<file path="config.mk">
export PLATFORM = sky130hd
export DESIGN_NAME = wme_cell
export DESIGN_NICKNAME = d
export VERILOG_FILES = /design/src/rtl/wme_pkg.sv /design/src/rtl/wme_cell.sv
export SDC_FILE = /design/constraint.sdc
export NUM_CORES = 1
export LEC_CHECK = 0
export ABC_CLOCK_PERIOD_IN_PS = 12200
export BUFFER_PORTS_ARGS = -buffer_cell sky130_fd_sc_hd__buf_2
export CAP_MARGIN = 20
export CORE_MARGIN = 2
export CORE_UTILIZATION = 58
export CTS_CLUSTER_SIZE = 20
export DETAILED_ROUTE_END_ITERATION = 12
export PLACE_DENSITY = 0.83
export REMOVE_ABC_BUFFERS = 1
export SYNTH_ARGS = -nofsm -noshare
export SYNTH_HDL_FRONTEND = slang
export SYNTH_SLANG_ARGS = --single-unit
export TNS_END_PERCENT = 30
</file>
<file path="constraint.sdc">
create_clock -name clk -period 12.2 [get_ports clk]
set_input_delay 1.22 -clock clk [delete_from_list [all_inputs] [get_ports clk]]
set_output_delay 1.22 -clock clk [all_outputs]
set_load 0.02 [all_outputs]
</file>
<file path="src/rtl/wme_pkg.sv">
// ----------------------------------------------------------------------------
// wme_pkg
// Types, constants and helper functions shared by the edge detector files.
// ----------------------------------------------------------------------------
`timescale 1ns / 1ps
`default_nettype none

package wme_pkg;

  localparam int MAX_LINE_WIDTH_DEF = 2048;
  localparam int MAX_FRAME_HEIGHT   = 2048;

  localparam int PIX_W   = 8;
  localparam int ROW_W   = 11;
  localparam int OCOL_W  = 11;
  localparam int CFG_W   = 12;
  localparam int CFG_IX_W = 2;
  localparam int FRM_W   = 8;

  localparam logic [CFG_IX_W-1:0] REG_FRAME_WIDTH  = 2'd0;
  localparam logic [CFG_IX_W-1:0] REG_FRAME_HEIGHT = 2'd1;
  localparam logic [CFG_IX_W-1:0] REG_SKIP_FRAMES  = 2'd2;

  localparam logic [CFG_W-1:0] FRAME_WIDTH_RST  = 12'd640;
  localparam logic [CFG_W-1:0] FRAME_HEIGHT_RST = 12'd480;
  localparam logic [FRM_W-1:0] SKIP_FRAMES_RST  = 8'd30;
  localparam logic [FRM_W-1:0] FRAMES_SAT       = 8'd255;

  typedef struct packed {
    logic [PIX_W-1:0] pixel;
    logic             frame_start;
  } in_req_t;

  typedef struct packed {
    logic [PIX_W-1:0]  edge_value;
    logic [ROW_W-1:0]  out_row;
    logic [OCOL_W-1:0] out_col;
  } out_res_t;

  typedef struct packed {
    logic live;
    logic emit;
  } scan_ctl_t;

  typedef logic [2:0][PIX_W-1:0] win_col_t;

  function automatic logic [PIX_W-1:0] abs_diff(input logic [PIX_W-1:0] a,
                                                input logic [PIX_W-1:0] b);
    abs_diff = (a > b) ? (a - b) : (b - a);
  endfunction

  function automatic logic [PIX_W-1:0] max_pix(input logic [PIX_W-1:0] a,
                                               input logic [PIX_W-1:0] b);
    max_pix = (a > b) ? a : b;
  endfunction

endpackage

`default_nettype wire

</file>
<file path="src/rtl/wme_cell.sv">
// ----------------------------------------------------------------------------
// wme_cell
// One window column cell: holds three pixels, shifts to its neighbor and
// folds its absolute differences into the running maximum.
// ----------------------------------------------------------------------------
`timescale 1ns / 1ps
`default_nettype none

module wme_cell (
  input  wire logic                      clk,
  input  wire logic                      rst_n,
  input  wire logic                      shift_en,
  input  wire wme_pkg::win_col_t         col_in,
  input  wire logic [wme_pkg::PIX_W-1:0] ref_pix,
  input  wire logic [wme_pkg::PIX_W-1:0] max_in,
  output wme_pkg::win_col_t              col_out,
  output logic      [wme_pkg::PIX_W-1:0] max_out
);

  wme_pkg::win_col_t col_r;

  always_ff @(posedge clk) begin
    if (!rst_n) begin
      col_r <= '0;
    end else if (shift_en) begin
      col_r <= col_in;
    end
  end

  always_comb begin
    max_out = max_in;
    for (int i = 0; i < 3; i++) begin
      max_out = wme_pkg::max_pix(max_out, wme_pkg::abs_diff(col_r[i], ref_pix));
    end
  end

  assign col_out = col_r;

endmodule

`default_nettype wire

</file>
Word level (Yosys, flattened, before mapping) --
Index checks and enable logic that the tools add are counted.
Operators by class: add/sub/neg operators 6, $mul 0, div/mod/pow operators 0, $lt $le $gt $ge 6, equality and inequality tests 0, shifts and indexed selects 0, multiplexer cells 6, bitwise gates (word level) 0, reduce and logical (&&, ||, !) cells 0
Operators by type and width (count):
- 8-bit > comparator | 6
- 8-bit 2-to-1 mux | 6
- 8-bit subtractor | 6
Storage, ports and cells: register bits 24, bits in latches 0, RAM bits 0, memory bits (read-only) 0, input bits 43, output and inout bits 32, logic and storage cells 21, memories kept 0

Longest topological paths before layout --
word-level depth 8, mapped depth 38, depth with buffers taken out 36

Worst setup path before layout --
No wires, ideal clock.
path kind input to output, from in ref_pix[5] (netlist bit), to out max_out[0] (netlist bit), arrival 8447 ps, data required time 10980 ps, slack 2533 ps, stages 33, buffers on the path 3, cells stage by stage inv_1 -> ha_1 -> a211o_1 -> a21o_4 -> o21ai_4 -> mux2i_1 -> mux2_4 -> or3_1 -> ha_1 -> nand4_1 -> a21oi_1 -> a2111oi_4 -> a211oi_1 -> or3_1 -> buf_6 -> mux2_1 -> ha_1 -> nor2b_1 -> o21a_1 -> o21a_1 -> o21a_1 -> o21ai_0 -> clkbuf_1 -> o31a_1 -> o21ai_0 -> ha_1 -> a21o_1 -> a21oi_1 -> nand2_1 -> o21ai_0 -> a31oi_1 -> clkbuf_1 -> mux2i_1
Between the ends: cells in the longest elaborated chain, start to end 8, elaborated cells on any way between the ends 18, classes of those cells add/sub (6); order compare (6); mux (6)
RTL lines:
- from (decl) | line wme_cell.sv:14 | input wire logic [wme_pkg::PIX_W-1:0] ref_pix,
- 8-bit subtractor / 8-bit > comparator (equally long branches) | line wme_pkg.sv:49 | abs_diff = (a > b) ? (a - b) : (b - a);
- 8-bit 2-to-1 mux | line wme_pkg.sv:49
- 8-bit > comparator | line wme_pkg.sv:54 | max_pix = (a > b) ? a : b;
- 8-bit 2-to-1 mux | line wme_pkg.sv:54
- 8-bit > comparator | line wme_pkg.sv:54
- 8-bit 2-to-1 mux | line wme_pkg.sv:54
- 8-bit > comparator | line wme_pkg.sv:54
- 8-bit 2-to-1 mux (*) | line wme_pkg.sv:54
- to (decl) | line wme_cell.sv:17 | output logic [wme_pkg::PIX_W-1:0] max_out
Every way passes the cells marked *; elsewhere a longest branch is shown, timed or not.

Worst setup path in the final report --
from in ref_pix[5] (netlist bit), to out max_out[7] (netlist bit)
Same word-level chain as after synthesis.

==> run metrics <==
drt wl/cell between 15 and 20 um; Die Area 0.007369 sq mm; Req. time, crit path ~11 ns; Layout Skew 0 ns; Sw Ratio 50.00%; hpwl dp 8.289 mm; Met1 Routed Length between 4 and 5 mm; GRT Total Usage a little over a quarter; Top Metal Used met4; Die W between 80 and 90 um; total negative slack 0 ns; core footprint 0.006422 sq mm; area leader, netlist ha_1; Post-CTS Resized 0; top_reg_cell synth dfxtp_1; top cells by area, synth ha_1 (22%), dfxtp_1 (12%), mux2i_1 (11%), inv_1 (5.4%), nor2b_1 (5.3%); Vias/cell 5.774; grt ovf 0; DRC 3; worst vdd ir a little under 0.1 mV; Worst-Skew Late Latency between 0.2 and 0.3 ns; post-synthesis sequential element count 24; Max Freq 0.09497 GHz; largest net degree at the start of global routing 25; measured slew at the worst slew-check pin 0.6882 ns; Max-Slew Margin vs Limit a little over half; critical path arrival ~9.3 ns; post-synthesis sequential area ratio between 10 and 15%; Initial Util approximately 60%; Ys Warns 0; Internal ~350 uW; Crit Path Category input port to primary output; RSZ-0062 raised after global routing false; Reg clk slew, reported paths about 0.08 ns; synthesis-to-layout area growth 12.40%; failing checks DRC; CTS max path bufs 2; clock root cell clkbuf_8; startpoint class of the critical path input port; Yosys top cell area share 21.90%; initial antenna violation count 0; Psw roughly 350 uW; first-pass GRT wire length 15.76 mm; most frequent cells in the layout buf_2 (74), ha_1 (68), inv_1 (56); nets about 650; minimum clock period ~11 ns; WL final around 9.5 mm; Die H around 86 um; Hold Crit Class flop to flop; met3 wire len roughly 440 um; Post-synth EDFFs 0; Avg Cell Area, Syn roughly 8.4 sq um; Flop pwr share between 10% and 20%; Comb pwr share roughly four fifths; CTS tree done; Crit. End Element primary output; synthesized area between 0.003 and 0.004 sq mm; DR pass1 iterations 9; CTS Buf Count 3; Synth async-reset ratio 0%; Final setup violation count 0; Netlist cell types 64; crit path max-delay cell type or3_1; Post-CTS Setup Repair Bufs 0; most common cell after layout, fill and taps aside buf_2; Max Cap Viol 0; final hold vios 0; Final Max Tran Viols 0; max reg flops 24; Antenna Cells 0; critical-path maximum fanout 15; CTS H-tree depth 1; PwrDens 158.7 mW/mm^2; Clock power frac about 7.4%; share of cells above drive strength 1 between 10% and 20%; Placer Congestion 0.9608; Initial DRC Count between 200 and 250; DR WL met2 approximately 4.5 mm; Cells after Synth about 460; CP max stage delay approximately 0.63 ns; DR vias ~3.5k; CTS Hold Bufs 0; Sinks on Clock Net 24; number of top-level design ports 75; fin crit share a little under nine tenths; leakage ~0.0022 uW; Final ANT Viol Nets 0; Final Core Density between 60 and 70%; status finished with violations; port buffer count 74; vias in the first global route between 3k and 4k; row cnt 29
-- per-layer routing --
metal | vias up | track usage (%)
met1 | 1605 | 34.94
met3 | 15 | 1.829
met4 | 0 | 7.937
met2 | 116 | 46.09
li1 | 1786 | -
met5 | - | 0
-- critical path, delay by kind of cell --
kind,cells,cell delay [ns]
AOI/OAI and AO/OA,19,3.49
and+or+nand+nor,7,1.46
adders and majority gates,4,1.38
buffers and inverters,5,0.94
muxes,2,0.81
-- Yosys cell counts, drive strengths merged (3+ instances only) --
master,n
a211oi,6
a21o,15
a21oi,26
a2bb2oi,4
a31oi,5
and2,8
buf,4
clkbuf,8
dfxtp,24
fa,6
ha,68
inv,56
mux2,9
mux2i,44
nand2,15
nand3,8
nand4,6
nor2,25
nor2b,33
nor3,7
nor3b,3
o21a,9
o21ai,18
o21bai,3
or2,3
xnor2,11
xor2,4
-- worst paths after layout --
check	from	to	slack, ns	cells past startpoint
setup reg to reg	col_out[17]$_SDFFE_PN0P_	col_out[17]$_SDFFE_PN0P_	11.40	2
hold reg to reg	col_out[23]$_SDFFE_PN0P_	col_out[23]$_SDFFE_PN0P_	0.55	2
setup / recovery	ref_pix[5]	max_out[7]	1.67	37
hold / removal	col_out[23]$_SDFFE_PN0P_	col_out[23]$_SDFFE_PN0P_	0.55	2
-- cell families (layout without fill, tap and decap cells) --
| kind of cell | count (synthesis) | count (layout) | synth area share [%] |
|---|---|---|---|
| mux | 53 | 53 | 14.14 |
| simple gates | 121 | 121 | 17.52 |
| fa+ha+maj | 74 | 74 | 24.99 |
| compound gates | 109 | 109 | 20.58 |
| flops | 24 | 24 | 12.37 |
| xor+xnor | 15 | 15 | 3.381 |
| buf+inv | 68 | 137 | 7.021 |
-- per-stage QoR --
stage	instance area [sq um]	setup slack, ns	hold slack, ns	instances	power [uW]
floorplan	3822	1.841	0.6037	452	493.0
global placement	4304	1.727	0.5310	605	615.6
detailed placement	4304	1.403	0.5535	605	632.8
CTS	4359	1.372	0.5616	609	685.9
global route	4367	1.096	0.5762	610	757.0
finish	4367	1.670	0.5547	610	693.2
-- final cells by class --
class | instances | area, sq um
timing repair buffer | 77 | 392.9
multi-input combinational | 372 | 3132
sequential | 24 | 480.5
tap | 77 | 96.34
fill | 573 | 2056
inverter | 56 | 210.2
clock buffer | 4 | 55.05
-- power groups by stage --
stage	registers, uW	clock network, uW	logic [uW]
2_1_floorplan	94.8	0	398
3_3_place_gp	90.7	0	525
3_5_place_dp	91.0	0	542
4_1_cts	89.2	52.8	544
5_1_grt	90.0	55.6	611
6_report	89.3	51.6	552
Note: power is estimated with default switching activity, not from simulation.
