File: config.mk
export PLATFORM = sky130hd
export DESIGN_NAME = wme_scan
export DESIGN_NICKNAME = d
export VERILOG_FILES = /design/src/rtl/wme_pkg.sv /design/src/rtl/wme_scan.sv
export SDC_FILE = /design/constraint.sdc
export NUM_CORES = 1
export LEC_CHECK = 0
export BUFFER_PORTS_ARGS = -buffer_cell sky130_fd_sc_hd__buf_2
export CELL_PAD_IN_SITES_DETAIL_PLACEMENT = 0
export CELL_PAD_IN_SITES_GLOBAL_PLACEMENT = 2
export CORE_AREA = 10 10 122 124
export CTS_BUF_LIST = sky130_fd_sc_hd__clkbuf_8 sky130_fd_sc_hd__clkbuf_16
export DETAILED_ROUTE_END_ITERATION = 8
export DIE_AREA = 0 0 132 134
export PLACE_DENSITY = 0.92
export SYNTH_ARGS = -nofsm -noshare
export SYNTH_HDL_FRONTEND = slang
export SYNTH_SLANG_ARGS = --single-unit
File: constraint.sdc
create_clock -name clk -period 9.3 [get_ports clk]
set_input_delay 0 -clock clk [delete_from_list [all_inputs] [get_ports clk]]
set_output_delay 0 -clock clk [all_outputs]
set_load 0.02 [all_outputs]
File: src/rtl/wme_pkg.sv
// ----------------------------------------------------------------------------
// wme_pkg
// Types, constants and helper functions shared by the edge detector files.
// ----------------------------------------------------------------------------
`timescale 1ns / 1ps
`default_nettype none

package wme_pkg;

  localparam int MAX_LINE_WIDTH_DEF = 2048;
  localparam int MAX_FRAME_HEIGHT   = 2048;

  localparam int PIX_W   = 8;
  localparam int ROW_W   = 11;
  localparam int OCOL_W  = 11;
  localparam int CFG_W   = 12;
  localparam int CFG_IX_W = 2;
  localparam int FRM_W   = 8;

  localparam logic [CFG_IX_W-1:0] REG_FRAME_WIDTH  = 2'd0;
  localparam logic [CFG_IX_W-1:0] REG_FRAME_HEIGHT = 2'd1;
  localparam logic [CFG_IX_W-1:0] REG_SKIP_FRAMES  = 2'd2;

  localparam logic [CFG_W-1:0] FRAME_WIDTH_RST  = 12'd640;
  localparam logic [CFG_W-1:0] FRAME_HEIGHT_RST = 12'd480;
  localparam logic [FRM_W-1:0] SKIP_FRAMES_RST  = 8'd30;
  localparam logic [FRM_W-1:0] FRAMES_SAT       = 8'd255;

  typedef struct packed {
    logic [PIX_W-1:0] pixel;
    logic             frame_start;
  } in_req_t;

  typedef struct packed {
    logic [PIX_W-1:0]  edge_value;
    logic [ROW_W-1:0]  out_row;
    logic [OCOL_W-1:0] out_col;
  } out_res_t;

  typedef struct packed {
    logic live;
    logic emit;
  } scan_ctl_t;

  typedef logic [2:0][PIX_W-1:0] win_col_t;

  function automatic logic [PIX_W-1:0] abs_diff(input logic [PIX_W-1:0] a,
                                                input logic [PIX_W-1:0] b);
    abs_diff = (a > b) ? (a - b) : (b - a);
  endfunction

  function automatic logic [PIX_W-1:0] max_pix(input logic [PIX_W-1:0] a,
                                               input logic [PIX_W-1:0] b);
    max_pix = (a > b) ? a : b;
  endfunction

endpackage

`default_nettype wire

File: src/rtl/wme_scan.sv
// ----------------------------------------------------------------------------
// wme_scan
// Configuration registers, raster position counters and frame counter.
// ----------------------------------------------------------------------------
`timescale 1ns / 1ps
`default_nettype none

module wme_scan #(
  parameter int MAX_LINE_WIDTH = wme_pkg::MAX_LINE_WIDTH_DEF,
  parameter int CW             = $clog2(wme_pkg::MAX_LINE_WIDTH_DEF)
) (
  input  wire logic                         clk,
  input  wire logic                         rst_n,
  input  wire logic                         cfg_wr_en,
  input  wire logic [wme_pkg::CFG_IX_W-1:0] cfg_index,
  input  wire logic [wme_pkg::CFG_W-1:0]    cfg_data,
  input  wire logic                         acc,
  input  wire logic                         frame_start,
  output wme_pkg::scan_ctl_t                ctl,
  output logic      [wme_pkg::ROW_W-1:0]    row,
  output logic      [CW-1:0]                col
);

  localparam int LW = (CW + 1 > wme_pkg::CFG_W) ? CW + 1 : wme_pkg::CFG_W;

  logic [wme_pkg::CFG_W-1:0] fw_r, fw_nxt, fh_r, fh_nxt;
  logic [wme_pkg::FRM_W-1:0] skip_r, skip_nxt, frames_r, frames_nxt;
  logic [CW-1:0]             col_r, col_nxt;
  logic [wme_pkg::ROW_W-1:0] row_r, row_nxt;
  logic                      done_r, done_nxt;

  logic [LW-1:0]             fw_ext, w_eff, col_p1;
  logic [wme_pkg::CFG_W-1:0] h_eff, row_p1;
  logic                      cur_done;

  always_comb begin
    fw_ext = LW'(fw_r);
    if (fw_r == '0) begin
      w_eff = LW'(1);
    end else if (fw_ext > LW'(MAX_LINE_WIDTH)) begin
      w_eff = LW'(MAX_LINE_WIDTH);
    end else begin
      w_eff = fw_ext;
    end
    h_eff = (fh_r > wme_pkg::CFG_W'(wme_pkg::MAX_FRAME_HEIGHT)) ?
            wme_pkg::CFG_W'(wme_pkg::MAX_FRAME_HEIGHT) : fh_r;
  end

  always_comb begin
    col      = frame_start ? '0 : col_r;
    row      = frame_start ? '0 : row_r;
    cur_done = frame_start ? 1'b0 : done_r;
    col_p1   = LW'(col) + LW'(1);
    row_p1   = wme_pkg::CFG_W'(row) + wme_pkg::CFG_W'(1);
    frames_nxt = (frame_start && frames_r != wme_pkg::FRAMES_SAT) ?
                 frames_r + 8'd1 : frames_r;
    ctl.live = !cur_done;
    ctl.emit = !cur_done && (frames_nxt > skip_r) &&
               (row >= wme_pkg::ROW_W'(2)) && (col >= CW'(2)) &&
               (LW'(col) < w_eff) && (wme_pkg::CFG_W'(row) < h_eff);
  end

  always_comb begin
    col_nxt  = col;
    row_nxt  = row;
    done_nxt = cur_done;
    if (!cur_done) begin
      if (col_p1 >= w_eff) begin
        col_nxt = '0;
        if (row_p1 >= h_eff) begin
          done_nxt = 1'b1;
        end else begin
          row_nxt = row_p1[wme_pkg::ROW_W-1:0];
        end
      end else begin
        col_nxt = col_p1[CW-1:0];
      end
    end
  end

  always_comb begin
    fw_nxt   = fw_r;
    fh_nxt   = fh_r;
    skip_nxt = skip_r;
    if (cfg_wr_en) begin
      case (cfg_index)
        wme_pkg::REG_FRAME_WIDTH:  fw_nxt   = cfg_data;
        wme_pkg::REG_FRAME_HEIGHT: fh_nxt   = cfg_data;
        wme_pkg::REG_SKIP_FRAMES:  skip_nxt = cfg_data[wme_pkg::FRM_W-1:0];
        default: ;
      endcase
    end
  end

  always_ff @(posedge clk) begin
    if (!rst_n) begin
      fw_r     <= wme_pkg::FRAME_WIDTH_RST;
      fh_r     <= wme_pkg::FRAME_HEIGHT_RST;
      skip_r   <= wme_pkg::SKIP_FRAMES_RST;
      col_r    <= '0;
      row_r    <= '0;
      done_r   <= 1'b0;
      frames_r <= '0;
    end else begin
      fw_r   <= fw_nxt;
      fh_r   <= fh_nxt;
      skip_r <= skip_nxt;
      if (acc) begin
        col_r    <= col_nxt;
        row_r    <= row_nxt;
        done_r   <= done_nxt;
        frames_r <= frames_nxt;
      end
    end
  end

endmodule

`default_nettype wire

After elaboration in Yosys (flattened, before gate mapping) --
Cells that the tools add are included.
Word-level totals: register bits after elaboration 63, bits of input ports 19, output and inout port bits 24
Operators by class: $add $sub $neg 3, order comparisons 9, equality and inequality tests 3, muxes and demuxes 15, reductions and logical operators 12
Operators by type and width (number):
- 2-to-1 mux 11 bit | 7
- 2-to-1 mux 12 bit | 3
- adder 11 x 1 -> 12 bit (second input constant) | 2
- >= comparator 12 bit | 2
- greater-than comparator 12 bit (second input constant) | 2
- less-than comparator 11 x 12 -> 1 bit | 2
- >= comparator 11 x 2 -> 1 bit (second input constant) | 2
- zero test 12 bit | 1
- adder 8 x 1 -> 8 bit (second input constant) | 1
- greater-than comparator 8 bit | 1
- 2-to-1 mux 8 bit | 1
- inequality test 8 bit (second input constant) | 1
- logical AND 1 bit | 6
- AND reduction 2 bit | 3
- 2-to-1 mux 1 bit | 4
- equality test 2 x 1 -> 1 bit (second input constant) | 1
- equality test 2 bit (second input constant) | 1
- zero test 2 bit | 1
- zero test 1 bit | 1

Longest topological paths before layout --
Gate-level depths: netlist of the first run.
depth in word-level cells 9, gate-level depth with buffers 16

Worst setup path after synthesis of the first run --
No wires, ideal clock.
path kind in2reg, start input port frame_start, end register col_r[5], arrival time 3.359 ns, required time 9.199 ns, slack 5.840 ns, stages on the path 16, path through buf_2 clkbuf_1 clkbuf_1 nor2b_1 ha_1 nand4b_1 nor3_1 nand3_1 xnor2_1 ha_1 a21o_1 a21oi_1 o21a_1 buf_4 nand3_1 o41ai_1
On the way: cells in the longest elaborated chain, start to end 5, elaborated cells between the ends (all ways) 6, classes of those cells 1 x add/sub; 1 x order compare; 4 x mux
Ends and longest elaborated chain:
- from (decl) | line wme_scan.sv:18 | input wire logic frame_start,
- 2-to-1 mux 11 bit (*) | line wme_scan.sv:50 | col = frame_start ? '0 : col_r;
- named net col[1] | line wme_scan.sv:21 | output logic [CW-1:0] col
- adder 11 x 1 -> 12 bit (*) | line wme_scan.sv:53 | col_p1 = LW'(col) + LW'(1);
- >= comparator 12 bit | line wme_scan.sv:68 | if (col_p1 >= w_eff) begin
- 2-to-1 mux 11 bit (*) | line wme_scan.sv:68
- 2-to-1 mux 11 bit (*) | line wme_scan.sv:67 | if (!cur_done) begin
- to (signal assigned) | line wme_scan.sv:109 | col_r <= col_nxt;
- to (decl) | line wme_scan.sv:28 | logic [CW-1:0] col_r, col_nxt;
The timed path passes the listed nets; every way through them passes the cells marked *. A chain may end at the register's enable or synchronous reset.

Worst setup path in the final report of the first run --
start register col_r[1], end register col_r[5]
On the way: cells in the longest elaborated chain, start to end 5
Ends and longest elaborated chain (line):
- 2-to-1 mux 11 bit (*) | wme_scan.sv:50
- adder 11 x 1 -> 12 bit (*) | wme_scan.sv:53
- >= comparator 12 bit | wme_scan.sv:68
- 2-to-1 mux 11 bit (*) | wme_scan.sv:68
- 2-to-1 mux 11 bit (*) | wme_scan.sv:67
Mark *: on every way between the ends. The rest lies on a longest branch, timed or not.

==> results of run 1 <==
critical path, stage by stage, from the launching register on:
cell and delay [ps]:
dfxtp_1 390, nor2b_1 370, ha_1 260, nand4b_1 170, nor3_1 340, nand3_1 140
xnor2_1 240, ha_1 290, a21o_1 160, a21oi_1 160, o21a_1 690, nand3_1 360
o41ai_1 330
state kept, by name, summed over array words and instances (netlist names):
register,count
fh_r,12
fw_ext,12
col_r,11
row_r,11
frames_r,8
skip_r,8
done_r,1
synth_stat cells (3+ instances only):
library cell	instances	share of area (%)
a21o_1	6	0.98
nor4_1	7	0.95
o31a_1	6	1.1
inv_1	18	1.5
a31oi_1	7	0.95
a21oi_1	40	4.3
a211o_1	3	0.57
clkbuf_1	22	1.8
nand3_1	37	4.0
mux2i_1	6	1.3
buf_1	5	0.41
a32oi_1	6	1.1
nand3b_1	4	0.65
xor2_1	17	3.2
o21a_1	7	1.1
ha_1	59	16
nor2b_1	24	3.3
xnor2_1	12	2.3
nor4b_1	4	0.76
nor3_1	9	0.98
nor2_1	34	2.8
and3_1	5	0.68
o21ai_0	25	2.7
nand4b_1	3	0.57
nand2_1	108	8.8
o31ai_1	5	0.82
buf_2	4	0.43
nand4_1	8	1.1
dfxtp_1	63	27
o211ai_1	5	0.82
timing repair:
item | in CTS | in global routing
setup endpoints to repair | 0 | 0
hold endpoints to repair | 32 | 0
hold buffers | 12 | 0
per-stage QoR:
| stage | setup WS (ps) | power (W) |
|---|---|---|
| floorplan | 5840 | 0.000343 |
| global placement | 5380 | 0.000366 |
| detailed placement | 5200 | 0.000368 |
| CTS | 5320 | 0.000711 |
| global route | 5010 | 0.000734 |
| finish | 5290 | 0.000705 |
cells by family (layout without fill, tap and decap cells):
kind of cell | after synthesis | count (layout) | synth area share [%]
and+or+nand+nor | 259 | 259 | 27.1
AOI/OAI and AO/OA | 126 | 126 | 17.6
DFF | 63 | 63 | 27.4
adders and majority gates | 59 | 59 | 16.0
buffers and inverters | 51 | 90 | 4.51
xor gates and xnor gates | 29 | 29 | 5.52
muxes | 8 | 8 | 1.79
layer usage:
metal,GRT usage (%),up-vias,share of wire [%]
met2,24.6,124,45
met5,0,-,0
met4,5.93,0,2.0
li1,-,2190,-
met3,3.14,22,5.4
met1,20.1,2024,48
cells in the final DEF, fill, tap and decap left out, types with 8 or more instances in the layout:
cell,netlist,final
nor2_1,34,34
nand4_1,8,8
nor2b_1,24,24
buf_2,4,42
ha_1,59,59
nor3_1,9,9
dfxtp_1,63,63
a21oi_1,40,40
o21ai_0,25,25
xnor2_1,12,12
xor2_1,17,17
nand2_1,108,108
clkbuf_16,0,9
nand3_1,37,37
dlygate4sd3_1,0,12
inv_1,18,19
layout make-up:
type                            count  area share (%)
Clock buffer                       10            4.49
Clock inverter                      6            1.13
Inverter                           18            1.27
Multi-Input combinational cell    481            58.9
Sequential cell                    63            23.7
Tap cell                          172            4.04
Timing Repair Buffer               56            6.49
power by group:
group	internal [W]	total (W)	switching [W]
sequential	0.000278	0.000285	0.00000711
clock	0.000213	0.000339	0.000125
combinational	0.0000306	0.0000814	0.0000507
total	0.000522	0.000705	0.000183
path summary, 6_finish.rpt:
check | slack (ps) | start | endpoint | depth (start not counted)
setup / recovery | 5290 | col_r[1] | col_r[5] | 12
hold / removal | 150 | cfg_index[0] | fw_ext[3] | 5
setup reg to reg | 5290 | col_r[1] | col_r[5] | 12
hold reg to reg | 450 | fh_r[1] | fh_r[1] | 2
==> results by group, run 1 <==
Status
  • Status: finished clean

Finish
  • Nets: approximately 710
  • Register area: roughly 1300 µm²
  • Layout area overhead: 15.6%
  • Share of layout cells above drive strength 1: around a tenth
  • FILL cells: ~1200
  • Area occupied by multi-input gates: 3140 µm²
  • Final core occ: between 40 and 50%
  • Final instance area: about 5300 µm²
  • Antenna Cells: 0
  • Finished Layout Cells: 806

STA
  • Slew Viols, Final: 0
  • RSZ-0062 raised after global routing: no
  • Fmax: 249 MHz
  • Setup TNS: 0 ps
  • Final hold viol count: 0
  • Final setup violation count: 0
  • Final Skew: roughly 7.3 ps
  • Slew @ Worst Pin: ~800 ps
  • Slew margin rel.: about 45%
  • Fin crit period: ~4000 ps
  • Final hold slack: between 150 and 200 ps
  • Period Utilization, post-route: 43.1%

CTS
  • CTS clock-pin slew for the worst setup and hold paths: about 50 ps
  • Htree depth: 3
  • Clk buf depth: 2
  • Post-CTS sizing: 0
  • Sink Count: 63
  • Clock Latency Late Sink: between 300 and 400 ps
  • Post-CTS Setup Repair Bufs: 0
  • Clk root buf: clkbuf_16
  • CTS buffer count: 9
  • CTS tree: built

Global route
  • Total track usage: roughly 15%
  • First-pass GRT wire length: about 22000 µm
  • Initial antenna violation count: 0
  • Vias in the first global route: between 4000 and 5000
  • Global route overflow: 0
  • Pin count of the biggest net entering global routing: 42

Worst setup path
  • Worst EP arrival: approximately 4200 ps
  • Critical Path End Type: register
  • Worst-path maximum fanout: 23
  • Setup CP Type: reg2reg
  • CP Launch Type: register
  • Required @ worst endpoint: approximately 9500 ps

Floorplan
  • I/O pins: 43
  • Die height: ~130 µm
  • Rows: 41
  • Initial Utilization: approximately 37%
  • DIE AREA: approximately 18000 µm²
  • Die X: roughly 130 µm
  • Core region area: around 12000 µm²

Yosys
  • Ys flop type: dfxtp_1
  • Yosys warning count: 0
  • Cells after synthesis: around 600
  • Syn_nets: between 600 and 700
  • Post-synthesis cell area: 4600 µm²
  • Yosys cell types: between 50 and 60
  • Asr flop ratio synth: 0%
  • Register area share after synthesis: between 20 and 30%
  • Syn_area_per_cell: ~7.7 µm²
  • Synthesized flop and latch total: 63
  • Number of flops mapped to enable cells by yosys: 0

Route
  • ANT nets after route: 0
  • Initial DRC count: approximately 410
  • DRT Pass-1 Iters: 5
  • Via count: ~4400
  • DRC violations left: 0
  • Routed WL per cell: ~17 µm
  • Drt via density: between 5 and 6
  • Final WL: roughly 14000 µm

Power and ir drop
  • Power density over the cells: between 100 and 150 nW/µm²
  • Max VDD drop: 0.106 mV
  • Leak: between 2 and 2.5 nW

Placed design
  • Count of input and output buffers: 42
  • Placed insts: 778
  • DPL Wire Length: roughly 10000 µm
  • Dpl cell area: between 4000 and 5000 µm²
  • RePlAce Congestion: approximately 0.85

Min path
  • HP Class: in2reg

Job
  • # Max-Cap Violations: 0
Note: power is estimated with default switching activity, not from simulation.
==> run 2, diff against run 1 <==
- CORE_AREA: 10 10 122 124 -> 10 10 131 133
- DIE_AREA: 0 0 132 134 -> 0 0 141 143
- PLACE_DENSITY: 0.92 -> 0.84
- clock period: 9.3 -> 3.29 ns (I/O delays scaled with it)
==> results by group, run 2 (synthesis gave the netlist of run 1 again) <==
CTS
  • Clk root buf: clkbuf_16
  • Clock Latency Late Sink: 340 ps (about the same)
  • CTS tree: built
  • Htree depth: 3 (unchanged)
  • Clk buf depth: 2 (unchanged)
  • CTS buffer count: 9 (unchanged)
  • CTS clock-pin slew for the worst setup and hold paths: 60 ps (about the same)
  • Sink Count: 63 (unchanged)

Floorplan
  • Rows: 44 (+7.3%)
  • Initial Utilization: 31.9% (-5.0 points)
  • Die X: 141 µm (+6.8%)
  • I/O pins: 43 (unchanged)
  • Core region area: 14400 µm² (+16%)
  • Die height: 143 µm (+6.7%)
  • DIE AREA: 20200 µm² (+14%)

Finish
  • Final instance area: 5810 µm² (+9.1%)
  • Layout area overhead: 26.2%
  • Commonest non-fill, non-tap cell in the layout: nand2_1
  • Nets: 749 (+5.9%)
  • Most frequent cells in the layout: nand2_1 (108), dfxtp_1 (59), ha_1 (58)
  • Finished Layout Cells: 860 (+6.7%)
  • Antenna Cells: 0 (unchanged)
  • Share of layout cells above drive strength 1: 18.9% (+8.7 points)

Worst setup path
  • Worst reg2reg path depth: 12 (unchanged)
  • Required @ worst endpoint: 3550 ps (-5980 ps)
  • R2R Setup Slk: 60 ps (-5230 ps)
  • Worst reg2reg startpoint: col_r[1]
  • Critical Path End Type: register
  • Worst EP arrival: 3490 ps (-750 ps)
  • CP Launch Type: register
  • Worst-path maximum fanout: 8 (-65%)
  • Worst reg2reg path endpoint: row_r[6]
  • Setup CP Type: reg2reg

Placed design
  • Placed insts: 826 (+6.2%)
  • DPL Wire Length: 11500 µm (+11%)
  • Count of input and output buffers: 42 (unchanged)
  • Dpl cell area: 5210 µm² (+6.2%)
  • RePlAce Congestion: 0.895 (+5.8%)

Global route
  • First-pass GRT wire length: 24200 µm (+8.0%)
  • Total track usage: 14.9% (-0.57 points)
  • Initial antenna violation count: 0 (unchanged)
  • Global route overflow: 0 (unchanged)
  • Vias in the first global route: 4574 (+7.9%)
  • Pin count of the biggest net entering global routing: 39 (-7.1%)

Min path
  • Worst Min Path Start: frame_start
  • Worst Hold Path EP: col_r[5]
  • HP Class: in2reg
  • Worst hold stages: 3 (-2)

Route
  • DRC violations left: 0 (unchanged)
  • Drt via density: 5.40 (-0.20%)
  • Routed WL per cell: 17.7 µm (+3.9%)
  • Via count: 4643 (+6.5%)
  • DRT Pass-1 Iters: 5 (unchanged)
  • ANT nets after route: 0 (unchanged)
  • Initial DRC count: 295 (-28%)
  • Final WL: 15200 µm (+11%)

STA
  • Slew @ Worst Pin: 828 ps (+9.06 ps)
  • Final setup violation count: 0 (unchanged)
  • Setup TNS: 0 ps (unchanged)
  • Fin crit period: 3230 ps (-783 ps)
  • Slew margin rel.: 44.7% (-0.66 points)
  • Period Utilization, post-route: 98.0% (+55 points)
  • Fmax: 310 MHz (+24%)
  • Slew Viols, Final: 0 (unchanged)
  • Final Skew: 5.40 ps (-1.85 ps)
  • Final hold viol count: 0 (unchanged)

Power and ir drop
  • Leak: 2.62 nW (+11%)
  • Max VDD drop: 0.287 mV (+170%)
  • Power density over the cells: 364 nW/µm² (+180%)

Status
  • Status: finished clean

Job
  • # Max-Cap Violations: 0 (unchanged)
-- run 2: cell types whose count changed in the layout (fill, tap and decap cells not counted), sizes merged --
cell,change
bufinv,+1
buf,+42
inv,-1
-- run 2: how the worst max path moves through the flow --
stage	from	to	slack, ps	cells after the start
after floorplan	frame_start	col_r[5]	3	16
after global placement	frame_start	row_r[0]	70	16
after detailed placement	col_r[1]	col_r[5]	20	12
after CTS	frames_r[2]	ctl[0]	20	12
after global routing	col_r[1]	row_r[6]	-50	12
final	col_r[1]	row_r[6]	60	12
-- run 2: critical path, cell delays in order (launching register included) --
cell	delay, ps
dfxtp_1	380
nor2b_2	190
ha_1	200
nand4b_1	210
nor2_1	190
xor2_1	120
ha_1	300
nand4_1	70
o31a_1	310
o21a_2	280
buf_4	160
or4b_1	520
a31oi_1	200
-- run 2: layout make-up --
type                            count  area [µm²]
Sequential cell                    63        1270
Timing Repair Buffer               98         673
Fill cell                        1468        8610
Clock inverter                      6        85.1
Clock buffer                       10         239
Multi-Input combinational cell    481        3250
Inverter                           18        67.6
Tap cell                          184         230
-- run 2: timing repair --
item | in CTS | in global routing
setup buffers | 1 | 5
hold buffers | 12 | 0
pin swaps | 1 | 10
gates resized for setup | 6 | 20
hold endpoints to repair | 31 | 0
endpoints found under the setup margin | 2 | 23
-- run 2: report_power, final --
part / switching [W] / total, W / internal [W]
clock network: 0.000373 / 0.00105 / 0.000681
registers: 0.0000182 / 0.000803 / 0.000785
logic: 0.000156 / 0.000260 / 0.000104
total: 0.000547 / 0.00212 / 0.00157
-- run 2: metal layers --
layer,global-route usage (%),vias up,part of all wire (%)
li1,-,2290,-
met1,18.3,2203,45
met2,25.8,126,49
met3,2.49,24,4.5
met4,4.89,0,1.8
met5,0,-,0
-- run 2: metrics by stage --
stage	power, W	setup WS [ps]	hold slack (ps)	utilization, %
floorplan	0.000970	3.03	124	-
global placement	0.00106	69.3	250	36.1
detailed placement	0.00106	15.2	259	36.1
CTS	0.00213	16.3	97.3	39.3
global route	0.00220	-49.2	128	40.3
finish	0.00212	64.5	114	40.3
